### src/rtl/lla_pkg.sv
// ----------------------------------------------------------------------------
// lla_pkg: shared types and constants for the least-loaded bin assigner
// Load and weight widths, bin count limits, register indexes, cell control.
// ----------------------------------------------------------------------------
package lla_pkg;

  localparam int LOAD_W      = 32;
  localparam int WEIGHT_W    = 16;
  localparam int LIMIT_W     = 16;
  localparam int BINS_W      = 5;
  localparam int BIN_NUM_W   = 5;
  localparam int CFG_IDX_W   = 2;
  localparam int CFG_DATA_W  = 16;
  localparam int DEF_NUM_BINS = 16;
  localparam int MAX_BINS    = 64;
  localparam int CNT_W       = $clog2(MAX_BINS + 1);

  localparam logic [CFG_IDX_W-1:0] REG_BINS_IN_USE   = 2'd0;
  localparam logic [CFG_IDX_W-1:0] REG_BALANCE_LIMIT = 2'd1;

  typedef logic [LOAD_W-1:0] load_t;

  typedef struct packed {
    logic                upd;
    logic                clr;
    logic [WEIGHT_W-1:0] weight;
  } lla_ctl_t;

endpackage

### src/rtl/lla_cell.sv
// ----------------------------------------------------------------------------
// lla_cell: one bin of the load chain
// Holds one bin load, folds it into the passing min/max token, adds a job
// weight with saturation when selected, clears at batch end.
// ----------------------------------------------------------------------------
module lla_cell #(
  parameter int CELL_IDX = 0,
  parameter int IW       = 1
) (
  input  logic                     clk,
  input  logic                     rst_n,
  input  lla_pkg::lla_ctl_t        ctl,
  input  logic [IW-1:0]            sel,
  input  logic [lla_pkg::CNT_W-1:0] cnt,
  input  lla_pkg::load_t           lo_i,
  input  lla_pkg::load_t           hi_i,
  input  logic [IW-1:0]            idx_i,
  output lla_pkg::load_t           lo_o,
  output lla_pkg::load_t           hi_o,
  output logic [IW-1:0]            idx_o
);
  import lla_pkg::*;

  load_t         load_r, load_nxt;
  load_t         lo_r, lo_nxt;
  load_t         hi_r, hi_nxt;
  logic [IW-1:0] idx_r, idx_nxt;
  logic          active;
  logic [LOAD_W:0] sum;

  assign active = CNT_W'(CELL_IDX) < cnt;
  assign sum    = {1'b0, load_r} + (LOAD_W + 1)'(ctl.weight);

  always_comb begin
    lo_nxt  = lo_i;
    hi_nxt  = hi_i;
    idx_nxt = idx_i;
    if (active) begin
      if (load_r < lo_i) begin
        lo_nxt  = load_r;
        idx_nxt = IW'(CELL_IDX);
      end
      if (load_r > hi_i) begin
        hi_nxt = load_r;
      end
    end
  end

  always_comb begin
    load_nxt = load_r;
    if (ctl.clr) begin
      load_nxt = '0;
    end else if (ctl.upd && sel == IW'(CELL_IDX)) begin
      load_nxt = sum[LOAD_W] ? '1 : sum[LOAD_W-1:0];
    end
  end

  always_ff @(posedge clk) begin
    if (!rst_n) begin
      load_r <= '0;
    end else begin
      load_r <= load_nxt;
    end
  end

  always_ff @(posedge clk) begin
    lo_r  <= lo_nxt;
    hi_r  <= hi_nxt;
    idx_r <= idx_nxt;
  end

  assign lo_o  = lo_r;
  assign hi_o  = hi_r;
  assign idx_o = idx_r;

endmodule

### src/rtl/least_loaded_bin_assigner.sv
// ----------------------------------------------------------------------------
// least_loaded_bin_assigner: greedy least-loaded job placement
//
// Input channel: in_valid, in_stall, in_job_weight, in_batch_end. A beat is
// taken when in_valid is high and in_stall is low.
// Result channel: out_valid, out_stall, out_bin_number, out_verdict_valid,
// out_balanced_flag. One result beat per input beat, in order.
// Config channel: cfg_valid, cfg_ready, cfg_index, cfg_data; index 0 is the
// bin count, index 1 the balance limit. Write only while the block is idle.
// Each bin load sits in one cell of a chain; a min/max token walks the chain
// one cell per cycle. Each item scans the chain for the least-loaded bin and
// updates it; a batch's last job adds a second scan for the spread.
// One item is in flight at a time; the next beat is taken the cycle after
// the result has been loaded into the output register.
// Reset clears all loads, sets the bin count to NUM_BINS and the limit to 0.
// While out_stall is high the result holds; one more beat may be taken and
// worked, and it then waits until the output register frees.
// ----------------------------------------------------------------------------
module least_loaded_bin_assigner #(
  parameter int NUM_BINS = lla_pkg::DEF_NUM_BINS
) (
  input  logic                           clk,
  input  logic                           rst_n,
  input  logic                           in_valid,
  output logic                           in_stall,
  input  logic [lla_pkg::WEIGHT_W-1:0]   in_job_weight,
  input  logic                           in_batch_end,
  output logic                           out_valid,
  input  logic                           out_stall,
  output logic [lla_pkg::BIN_NUM_W-1:0]  out_bin_number,
  output logic                           out_verdict_valid,
  output logic                           out_balanced_flag,
  input  logic                           cfg_valid,
  output logic                           cfg_ready,
  input  logic [lla_pkg::CFG_IDX_W-1:0]  cfg_index,
  input  logic [lla_pkg::CFG_DATA_W-1:0] cfg_data
);
  import lla_pkg::*;

  localparam int IW = (NUM_BINS > 1) ? $clog2(NUM_BINS) : 1;

  typedef enum logic [2:0] {
    ST_IDLE,
    ST_SCAN,
    ST_UPD,
    ST_VSCAN,
    ST_EMIT
  } state_t;

  state_t              state_r;
  logic [BINS_W-1:0]   bins_r;
  logic [LIMIT_W-1:0]  limit_r;
  logic [WEIGHT_W-1:0] weight_r;
  logic                last_r;
  logic [IW:0]         wait_r;
  logic [IW-1:0]       best_r;
  logic                flag_r;
  logic                out_valid_r;
  logic [BIN_NUM_W-1:0] out_bin_r;
  logic                out_verdict_r;
  logic                out_flag_r;

  logic [CNT_W-1:0]    cnt_eff;
  lla_ctl_t            ctl;
  logic                in_acc;
  logic                out_free;
  logic                scan_done;
  logic [IW:0]         bin_plus;
  load_t               spread;

  load_t         lo_c  [NUM_BINS+1];
  load_t         hi_c  [NUM_BINS+1];
  logic [IW-1:0] idx_c [NUM_BINS+1];

  always_comb begin
    if (bins_r == '0) begin
      cnt_eff = CNT_W'(1);
    end else if (CNT_W'(bins_r) > CNT_W'(NUM_BINS)) begin
      cnt_eff = CNT_W'(NUM_BINS);
    end else begin
      cnt_eff = CNT_W'(bins_r);
    end
  end

  assign in_stall  = (state_r != ST_IDLE);
  assign in_acc    = in_valid && !in_stall;
  assign out_free  = !out_valid_r || !out_stall;
  assign scan_done = (wait_r == (IW + 1)'(NUM_BINS));
  assign cfg_ready = 1'b1;
  assign bin_plus  = {1'b0, best_r} + (IW + 1)'(1);
  assign spread    = hi_c[NUM_BINS] - lo_c[NUM_BINS];

  assign ctl.upd    = (state_r == ST_UPD);
  assign ctl.clr    = (state_r == ST_EMIT) && out_free && last_r;
  assign ctl.weight = weight_r;

  assign lo_c[0]  = '1;
  assign hi_c[0]  = '0;
  assign idx_c[0] = '0;

  for (genvar g = 0; g < NUM_BINS; g++) begin : g_cell
    lla_cell #(
      .CELL_IDX (g),
      .IW       (IW)
    ) u_cell (
      .clk   (clk),
      .rst_n (rst_n),
      .ctl   (ctl),
      .sel   (best_r),
      .cnt   (cnt_eff),
      .lo_i  (lo_c[g]),
      .hi_i  (hi_c[g]),
      .idx_i (idx_c[g]),
      .lo_o  (lo_c[g+1]),
      .hi_o  (hi_c[g+1]),
      .idx_o (idx_c[g+1])
    );
  end

  always_ff @(posedge clk) begin
    if (!rst_n) begin
      bins_r  <= BINS_W'(NUM_BINS);
      limit_r <= '0;
    end else if (cfg_valid && cfg_ready) begin
      case (cfg_index)
        REG_BINS_IN_USE:   bins_r  <= cfg_data[BINS_W-1:0];
        REG_BALANCE_LIMIT: limit_r <= cfg_data[LIMIT_W-1:0];
        default: ;
      endcase
    end
  end

  always_ff @(posedge clk) begin
    if (!rst_n) begin
      state_r     <= ST_IDLE;
      out_valid_r <= 1'b0;
      wait_r      <= '0;
    end else begin
      if (state_r == ST_EMIT && out_free) begin
        out_valid_r <= 1'b1;
      end else if (out_valid_r && !out_stall) begin
        out_valid_r <= 1'b0;
      end
      case (state_r)
        ST_IDLE: begin
          if (in_acc) begin
            weight_r <= in_job_weight;
            last_r   <= in_batch_end;
            wait_r   <= '0;
            state_r  <= ST_SCAN;
          end
        end
        ST_SCAN: begin
          if (scan_done) begin
            best_r  <= idx_c[NUM_BINS];
            state_r <= ST_UPD;
          end else begin
            wait_r <= wait_r + (IW + 1)'(1);
          end
        end
        ST_UPD: begin
          wait_r  <= '0;
          flag_r  <= 1'b0;
          state_r <= last_r ? ST_VSCAN : ST_EMIT;
        end
        ST_VSCAN: begin
          if (scan_done) begin
            flag_r  <= (spread <= LOAD_W'(limit_r));
            state_r <= ST_EMIT;
          end else begin
            wait_r <= wait_r + (IW + 1)'(1);
          end
        end
        ST_EMIT: begin
          if (out_free) begin
            out_bin_r     <= BIN_NUM_W'(bin_plus);
            out_verdict_r <= last_r;
            out_flag_r    <= flag_r;
            state_r       <= ST_IDLE;
          end
        end
        default: state_r <= ST_IDLE;
      endcase
    end
  end

  assign out_valid         = out_valid_r;
  assign out_bin_number    = out_bin_r;
  assign out_verdict_valid = out_verdict_r;
  assign out_balanced_flag = out_flag_r;

`ifndef ASSERT_OFF
  a_out_from_emit: assert property (@(posedge clk) disable iff (!rst_n)
    $rose(out_valid_r) |-> $past(state_r == ST_EMIT))
    else $error("result beat raised outside emit");

  a_best_in_range: assert property (@(posedge clk) disable iff (!rst_n)
    (state_r == ST_UPD) |-> (CNT_W'(best_r) < cnt_eff))
    else $error("chosen bin outside bins in use");

  a_flag_needs_verdict: assert property (@(posedge clk) disable iff (!rst_n)
    (out_valid_r && !out_verdict_r) |-> !out_flag_r)
    else $error("balanced flag without verdict");

  a_accept_starts_scan: assert property (@(posedge clk) disable iff (!rst_n)
    in_acc |=> (state_r == ST_SCAN && wait_r == '0))
    else $error("accepted beat did not start a scan");
`endif

endmodule
### config.mk
export PLATFORM = sky130hd
export DESIGN_NAME = least_loaded_bin_assigner
export DESIGN_NICKNAME = d
export VERILOG_FILES = /design/src/rtl/lla_pkg.sv /design/src/rtl/lla_cell.sv /design/src/rtl/least_loaded_bin_assigner.sv
export SDC_FILE = /design/constraint.sdc
export NUM_CORES = 2
export LEC_CHECK = 0
export ABC_AREA = 1
export BUFFER_PORTS_ARGS = -buffer_cell sky130_fd_sc_hd__buf_2
export CAP_MARGIN = 40
export CORE_MARGIN = 3
export CORE_UTILIZATION = 55
export DETAILED_ROUTE_END_ITERATION = 16
export PLACE_DENSITY = 0.73
export SYNTH_ARGS = -nofsm -noshare
export SYNTH_HDL_FRONTEND = slang
export SYNTH_SLANG_ARGS = --single-unit
export TNS_END_PERCENT = 30
### constraint.sdc
create_clock -name clk -period 3.31 [get_ports clk]
set_input_delay 0.331 -clock clk [delete_from_list [all_inputs] [get_ports clk]]
set_output_delay 0.331 -clock clk [all_outputs]
set_load 0.01 [all_outputs]
After elaboration in Yosys (flattened, before gate mapping):

Cells that the tools add are included.

* register bits: 1655
* input port bits: 40
* output and inout port bits: 10
* word-level logic and storage cells: 335

* add/sub/neg operators: 19
* $lt $le $gt $ge: 50
* equality and inequality tests: 26
* mux-type cells: 120
* bitwise logic cells: 1
* reductions and logical operators: 44

Operators by type and width (count)
* $mux 32: 76
* $add 32x16->33: 16
* $gt 32x32->1: 15
* $lt 32x32->1: 15
* $mux 4: 28
* $lt 4x7->1 const A: 8
* $eq 4x4->1 const B: 8
* $gt 32x1->1 const B: 1
* $le 32x16->1: 1
* $lt 32x32->1 const B: 1
* $sub 32x32->32: 1
* $lt 3x7->1 const A: 4
* $logic_and 1x1->1: 20
* $eq 4x3->1 const B: 4
* $mux 3: 5
* $mux 5: 3
* $pmux 3 s5: 1
* $pmux 5 s3: 1
* $reduce_and 3->1: 5
* $lt 1x7->1 const A: 2
* $lt 2x7->1 const A: 2
* $ne 2x2->1 const B: 5
* $eq 4x2->1 const B: 2
* $reduce_and 2->1: 4
* 23 further kinds: 32

Longest topological paths before layout:

* depth after elaboration: 5
* mapped depth: 21
* depth with buffers taken out: 21

Hierarchy:

From an unflattened synthesis, not the netlist that was laid out.

* cells, all modules: 17223
* area total of the unflattened synthesis: 113939.3 µm²

Modules (own cells, without submodules)
* lla_cell (g_cell[10].u_cell): instances 1, cells each 1024, area each 6911.6 µm², seq. area each 2001.9 µm²
* lla_cell (g_cell[14].u_cell): instances 1, cells each 1021, area each 6901.6 µm², seq. area each 2001.9 µm²
* lla_cell (g_cell[7].u_cell): instances 1, cells each 1024, area each 6889.1 µm², seq. area each 2001.9 µm²
* lla_cell (g_cell[3].u_cell): instances 1, cells each 1022, area each 6877.8 µm², seq. area each 2001.9 µm²
* lla_cell (g_cell[12].u_cell): instances 1, cells each 1024, area each 6872.8 µm², seq. area each 2001.9 µm²
* lla_cell (g_cell[15].u_cell): instances 1, cells each 1018, area each 6835.3 µm², seq. area each 2001.9 µm²
* lla_cell (g_cell[1].u_cell): instances 1, cells each 1036, area each 6794.0 µm², seq. area each 2001.9 µm²
* lla_cell (g_cell[0].u_cell): instances 1, cells each 1028, area each 6777.8 µm², seq. area each 2001.9 µm²
* lla_cell (g_cell[9].u_cell): instances 1, cells each 1031, area each 6774.0 µm², seq. area each 2001.9 µm²
* lla_cell (g_cell[6].u_cell): instances 1, cells each 1032, area each 6759.0 µm², seq. area each 2001.9 µm²
* lla_cell (g_cell[8].u_cell): instances 1, cells each 1027, area each 6759.0 µm², seq. area each 2001.9 µm²
* lla_cell (g_cell[4].u_cell): instances 1, cells each 1029, area each 6747.7 µm², seq. area each 2001.9 µm²
* lla_cell (g_cell[2].u_cell): instances 1, cells each 1034, area each 6745.2 µm², seq. area each 2001.9 µm²
* lla_cell (g_cell[13].u_cell): instances 1, cells each 1024, area each 6734.0 µm², seq. area each 2001.9 µm²
* +3 rows

Worst setup path before layout:

No wires, ideal clock.

* path kind: register to register
* from: register weight_r[1]
* to: register g_cell[7].u_cell.load_r[28]
* setup time: 0.056 ns
* arrival time: 3.092 ns
* slack: 0.163 ns
* cell stages (with the launch flop): 15
* period minus slack after synthesis: 3.147 ns
* path through: edfxtp_1 -> inv_1 -> fa_1 -> inv_1 -> nand3_1 -> nand2_1 -> a21oi_1 -> o21bai_1 -> nand2_1 -> nand2_1 -> nand4_1 -> buf_6 -> nand3_1 -> nand2_1 -> inv_1

* word-level cells in the longest chain between the ends: 2

Ends and longest elaborated chain
* start, declared: line least_loaded_bin_assigner.sv:53 `logic [WEIGHT_W-1:0] weight_r;`
* start signal, assigned: line least_loaded_bin_assigner.sv:147 `weight_r <= in_job_weight;`
* $add 32x16->33: line lla_cell.sv:32 `assign sum = {1'b0, load_r} + (LOAD_W + 1)'(ctl.weight);`
* $mux 32: line lla_cell.sv:54 `load_nxt = sum[LOAD_W] ? '1 : sum[LOAD_W-1:0];`
* end signal, assigned: line lla_cell.sv:62 `load_r <= load_nxt;`
* end, declared: line lla_cell.sv:24 `load_t load_r, load_nxt;`

No other way between the ends.
A chain may end at the register's enable or synchronous reset.

Worst setup path after layout:

* from: register weight_r[0]
* to: register g_cell[4].u_cell.load_r[12]

* word-level cells in the longest chain between the ends: 2

Ends and longest elaborated chain (line)
* $add 32x16->33: lla_cell.sv:32
* $mux 32: lla_cell.sv:54
* end signal, assigned: lla_cell.sv:62
* end, declared: lla_cell.sv:24

No other way between the ends.

==> impl_metrics.toml <==
[clock_network]
cts_sinks = 1644
htreeDepth = 4
clk_path_buf_depth = 3
cts_tree = "yes"
cts-root-buf = "clkbuf_16"
clock_latency_ns = 0.85
clkTransAtPathRegs_ns = 0.07
post_cts_buffers = 0
cts_buffers = 177

[logic_synthesis]
synth_edf_count = 29
ys_warn_count = 0
avgSynthCellArea_um2 = 6.90
synth_area_um2 = 102000
syn_inst = 14761
synth_flop_cell = "dfxtp_1"
syn_nets = 16072
synth_seq_cells = 1644
yosysUniqueCellTypes = 59
ys_seq_area_share_pct = 32.6
async_flop_share_pct = 0

[timing]
totalNegativeSetupSlack_ns = 0
fin_ws_ns = 0.277
rsz0062_at_grt = "false"
whs_ns = 0.115
worst_pin_slew_ns = 0.960
hold_violations = 0
period_share_pct = 91.6
slew_viol_final = 0
report.final.setup_viol = 0
fmax_ghz = 0.330
fin_skew_ns = 0.0358
min_period_ns = 3.03
slew_headroom_pct = 35.4

[cells_and_area]
final-seq-area_um2 = 33200
layout-drive-gt1-share_pct = 5.23
fill_cells = 17126
syn_to_final_growth_pct = 10.9
fin_util_pct = 61.5
multi_input_area_um2 = 58700
final_nets = 16216

[floorplan]
io_pins = 50
start_util_pct = 55.5
core_area_um2 = 184000
num_rows = 157
dieArea_um2 = 190000
die_w_um = 436
die-height_um = 436

[global_route]
grt_max_degree = 112
grt_usage_pct = 34.7
use_met2_pct = 55.7
busiest_layer = "met2"
met1_usage_pct = 44.1
use_met3_pct = 5.82
grt_pass1_wl_mm = 519
grt_pass1_vias = 89737
antenna_found_initial = 22
grt_overflow = 0

[placed_design]
preCtsSetupSlack_ns = 0.252
gp_congestion = 1.03
dp_hpwl_mm = 260
io_buffers = 48

[drt]
drc = 0
via_per_inst = 5.59
drt-total-wl_mm = 340
drtAntennaViolNets = 0
firstDrtPassIters = 9
wl_per_cell_um = 19.4
vias = 97906
drt_iter0_drc = 10001

[worst_setup_path]
crit_slowest_cell = "edfxtp_1"
cp_max_fo = 13
cpMostUsedCell = "nand2_1"
cp-start-kind = "register"
crit_type = "reg2reg"
path_buf_inv = 6
cp.arrival_ns = 3.81
crit_family = "simple AND/OR/NAND/NOR gates"
cp-end-kind = "register"
required_ns = 4.09
ff2ff_setup_slack_ns = 0.28
cp_slowest_stage_delay_ns = 0.45
crit_chain = "buf_12, ha_1, inv_1, fa_1, inv_1, nand3_1, nand2_1, a21oi_1, o21bai_1, nand2_1, nand2_1, nand3_1, nand2_1, inv_1, buf_12, nand2_1, nand2_1, inv_1"

[power_and_ir_drop]
ir_drop_mv = 1.41
total_leakage_power_nw = 55.0
total_power_mw = 69.6
p_per_area_nw_per_um2 = 616

[run_status]
outcome = "completed"

[flow_run]
drv_cap = 0

[min_path]
hp-class = "in2reg"
==> per-layer routing <==
layer | vias up | wire length [um]
met1 | 44265 | 138000
met4 | 14 | 22100
met5 | - | 90
met3 | 971 | 28900
met2 | 4174 | 151000
li1 | 48482 | -
==> per-stage QoR <==
| step | cell area [um^2] | instances |
|---|---|---|
| finish | 113000 | 17521 |
| global route | 113000 | 17518 |
| CTS | 113000 | 17516 |
| detailed placement | 106000 | 17137 |
| global placement | 106000 | 17134 |
| floorplan | 102000 | 14761 |
==> flip-flops by register name, summed over array words and instances (netlist names) <==
register              cells
out_valid                 1
best_r                    4
g_cell.u_cell.load_r    512
out_balanced_flag         1
g_cell.u_cell.idx_o      49
g_cell.u_cell.hi_o      512
limit_r                  16
flag_r                    1
wait_r                    5
g_cell.u_cell.lo_o      512
bins_r                    5
out_verdict_valid         1
out_bin_number            5
state_r                   3
last_r                    1
weight_r                 16
==> worst reg2reg max path: stages (launching register included) <==
cell	delay, ns
edfxtp_1	0.45
buf_12	0.22
ha_1	0.23
inv_1	0.09
fa_1	0.42
inv_1	0.10
nand3_1	0.07
nand2_1	0.10
a21oi_1	0.12
o21bai_1	0.25
nand2_1	0.09
nand2_1	0.23
nand3_1	0.11
nand2_1	0.11
inv_1	0.08
buf_12	0.15
nand2_1	0.07
nand2_1	0.04
inv_1	0.04
==> cell usage in the layout (no fill, tap or decap), drive strengths merged, types with 86 or more instances in the layout <==
cell type	netlist	final
nor2	736	736
nand2	4167	4167
xor2	191	191
inv	2152	2179
nor3	201	201
clkbuf	329	220
nand4	313	313
a21oi	1128	1128
ha	1254	1254
nor4	86	86
nand3	1214	1214
buf	150	391
dfxtp	1615	1615
o21ai	710	710
==> report_power, final <==
part	switching, mW	leakage (nW)	internal (mW)	total, mW
combinational	20.1	38.7	7.20	27.3
sequential	0.691	13.3	20.8	21.5
clock	8.97	2.96	11.9	20.9
total	29.7	55.0	39.9	69.6
==> area by class of cell <==
class / count / share of cell area (%)
Inverter: 2155 / 7.17
Timing Repair Buffer: 444 / 3.34
Sequential cell: 1644 / 29.4
Clock buffer: 220 / 4.27
Antenna cell: 5 / 0.0111
Tap cell: 2464 / 2.73
Multi-Input combinational cell: 10483 / 51.9
Clock inverter: 106 / 1.16
==> repair_timing <==
| item | CTS | global route |
|---|---|---|
| setup endpoints to repair | 0 | 18 |
| endpoints found under the hold margin | 48 | 0 |
| hold buffers | 53 | 0 |
| resized for setup | 0 | 4 |
==> final timing paths <==
kind                                       startpoint                                       end  cells past startpoint
max                             weight_r[0]$_DFFE_PP_  g_cell[4].u_cell.load_r[12]$_SDFFE_PP0P_                     18
min                                         cfg_valid                   limit_r[1]$_SDFFE_PN0P_                      4
min reg2reg  g_cell[0].u_cell.load_r[18]$_SDFFE_PP0P_      g_cell[0].u_cell.lo_o[18]$_SDFF_PN1_                      0
max reg2reg                     weight_r[0]$_DFFE_PP_  g_cell[4].u_cell.load_r[12]$_SDFFE_PP0P_                     18
==> kinds of logic (layout without fill, tap and decap cells) <==
kind of cell / Yosys count / after routing / share of synthesized area, %
buf+inv: 2634 / 2925 / 9.91
simple gates: 6791 / 6791 / 28.1
other cells: 1 / 6 / 0.00368
fa+ha+maj: 1271 / 1271 / 15.7
xor+xnor: 275 / 275 / 2.36
flops: 1644 / 1644 / 32.6
compound gates: 2145 / 2145 / 11.3
==> synth_stat cells, types with 17 or more instances <==
master / n / area share (%)
xor2_1: 191 / 1.6
a211oi_1: 32 / 0.24
a21oi_1: 1128 / 5.5
edfxtp_1: 29 / 0.86
a21boi_0: 20 / 0.15
nor4_1: 86 / 0.53
nand4_1: 305 / 1.9
nor2_1: 724 / 2.7
fa_1: 17 / 0.33
nand3b_1: 21 / 0.15
o21ai_0: 679 / 3.3
nand2_1: 4157 / 15
nand3_1: 1213 / 6.0
buf_2: 127 / 0.62
ha_1: 1254 / 15
inv_1: 2139 / 7.9
o211ai_1: 32 / 0.24
xnor2_1: 84 / 0.72
a31oi_1: 74 / 0.45
o21a_1: 24 / 0.18
dfxtp_1: 1615 / 32
o21ai_1: 31 / 0.15
nor3_1: 199 / 0.98
o221ai_1: 24 / 0.21
clkbuf_1: 327 / 1.2
o21bai_1: 46 / 0.34
a21o_1: 20 / 0.15
Note: power is estimated with default switching activity, not from simulation.
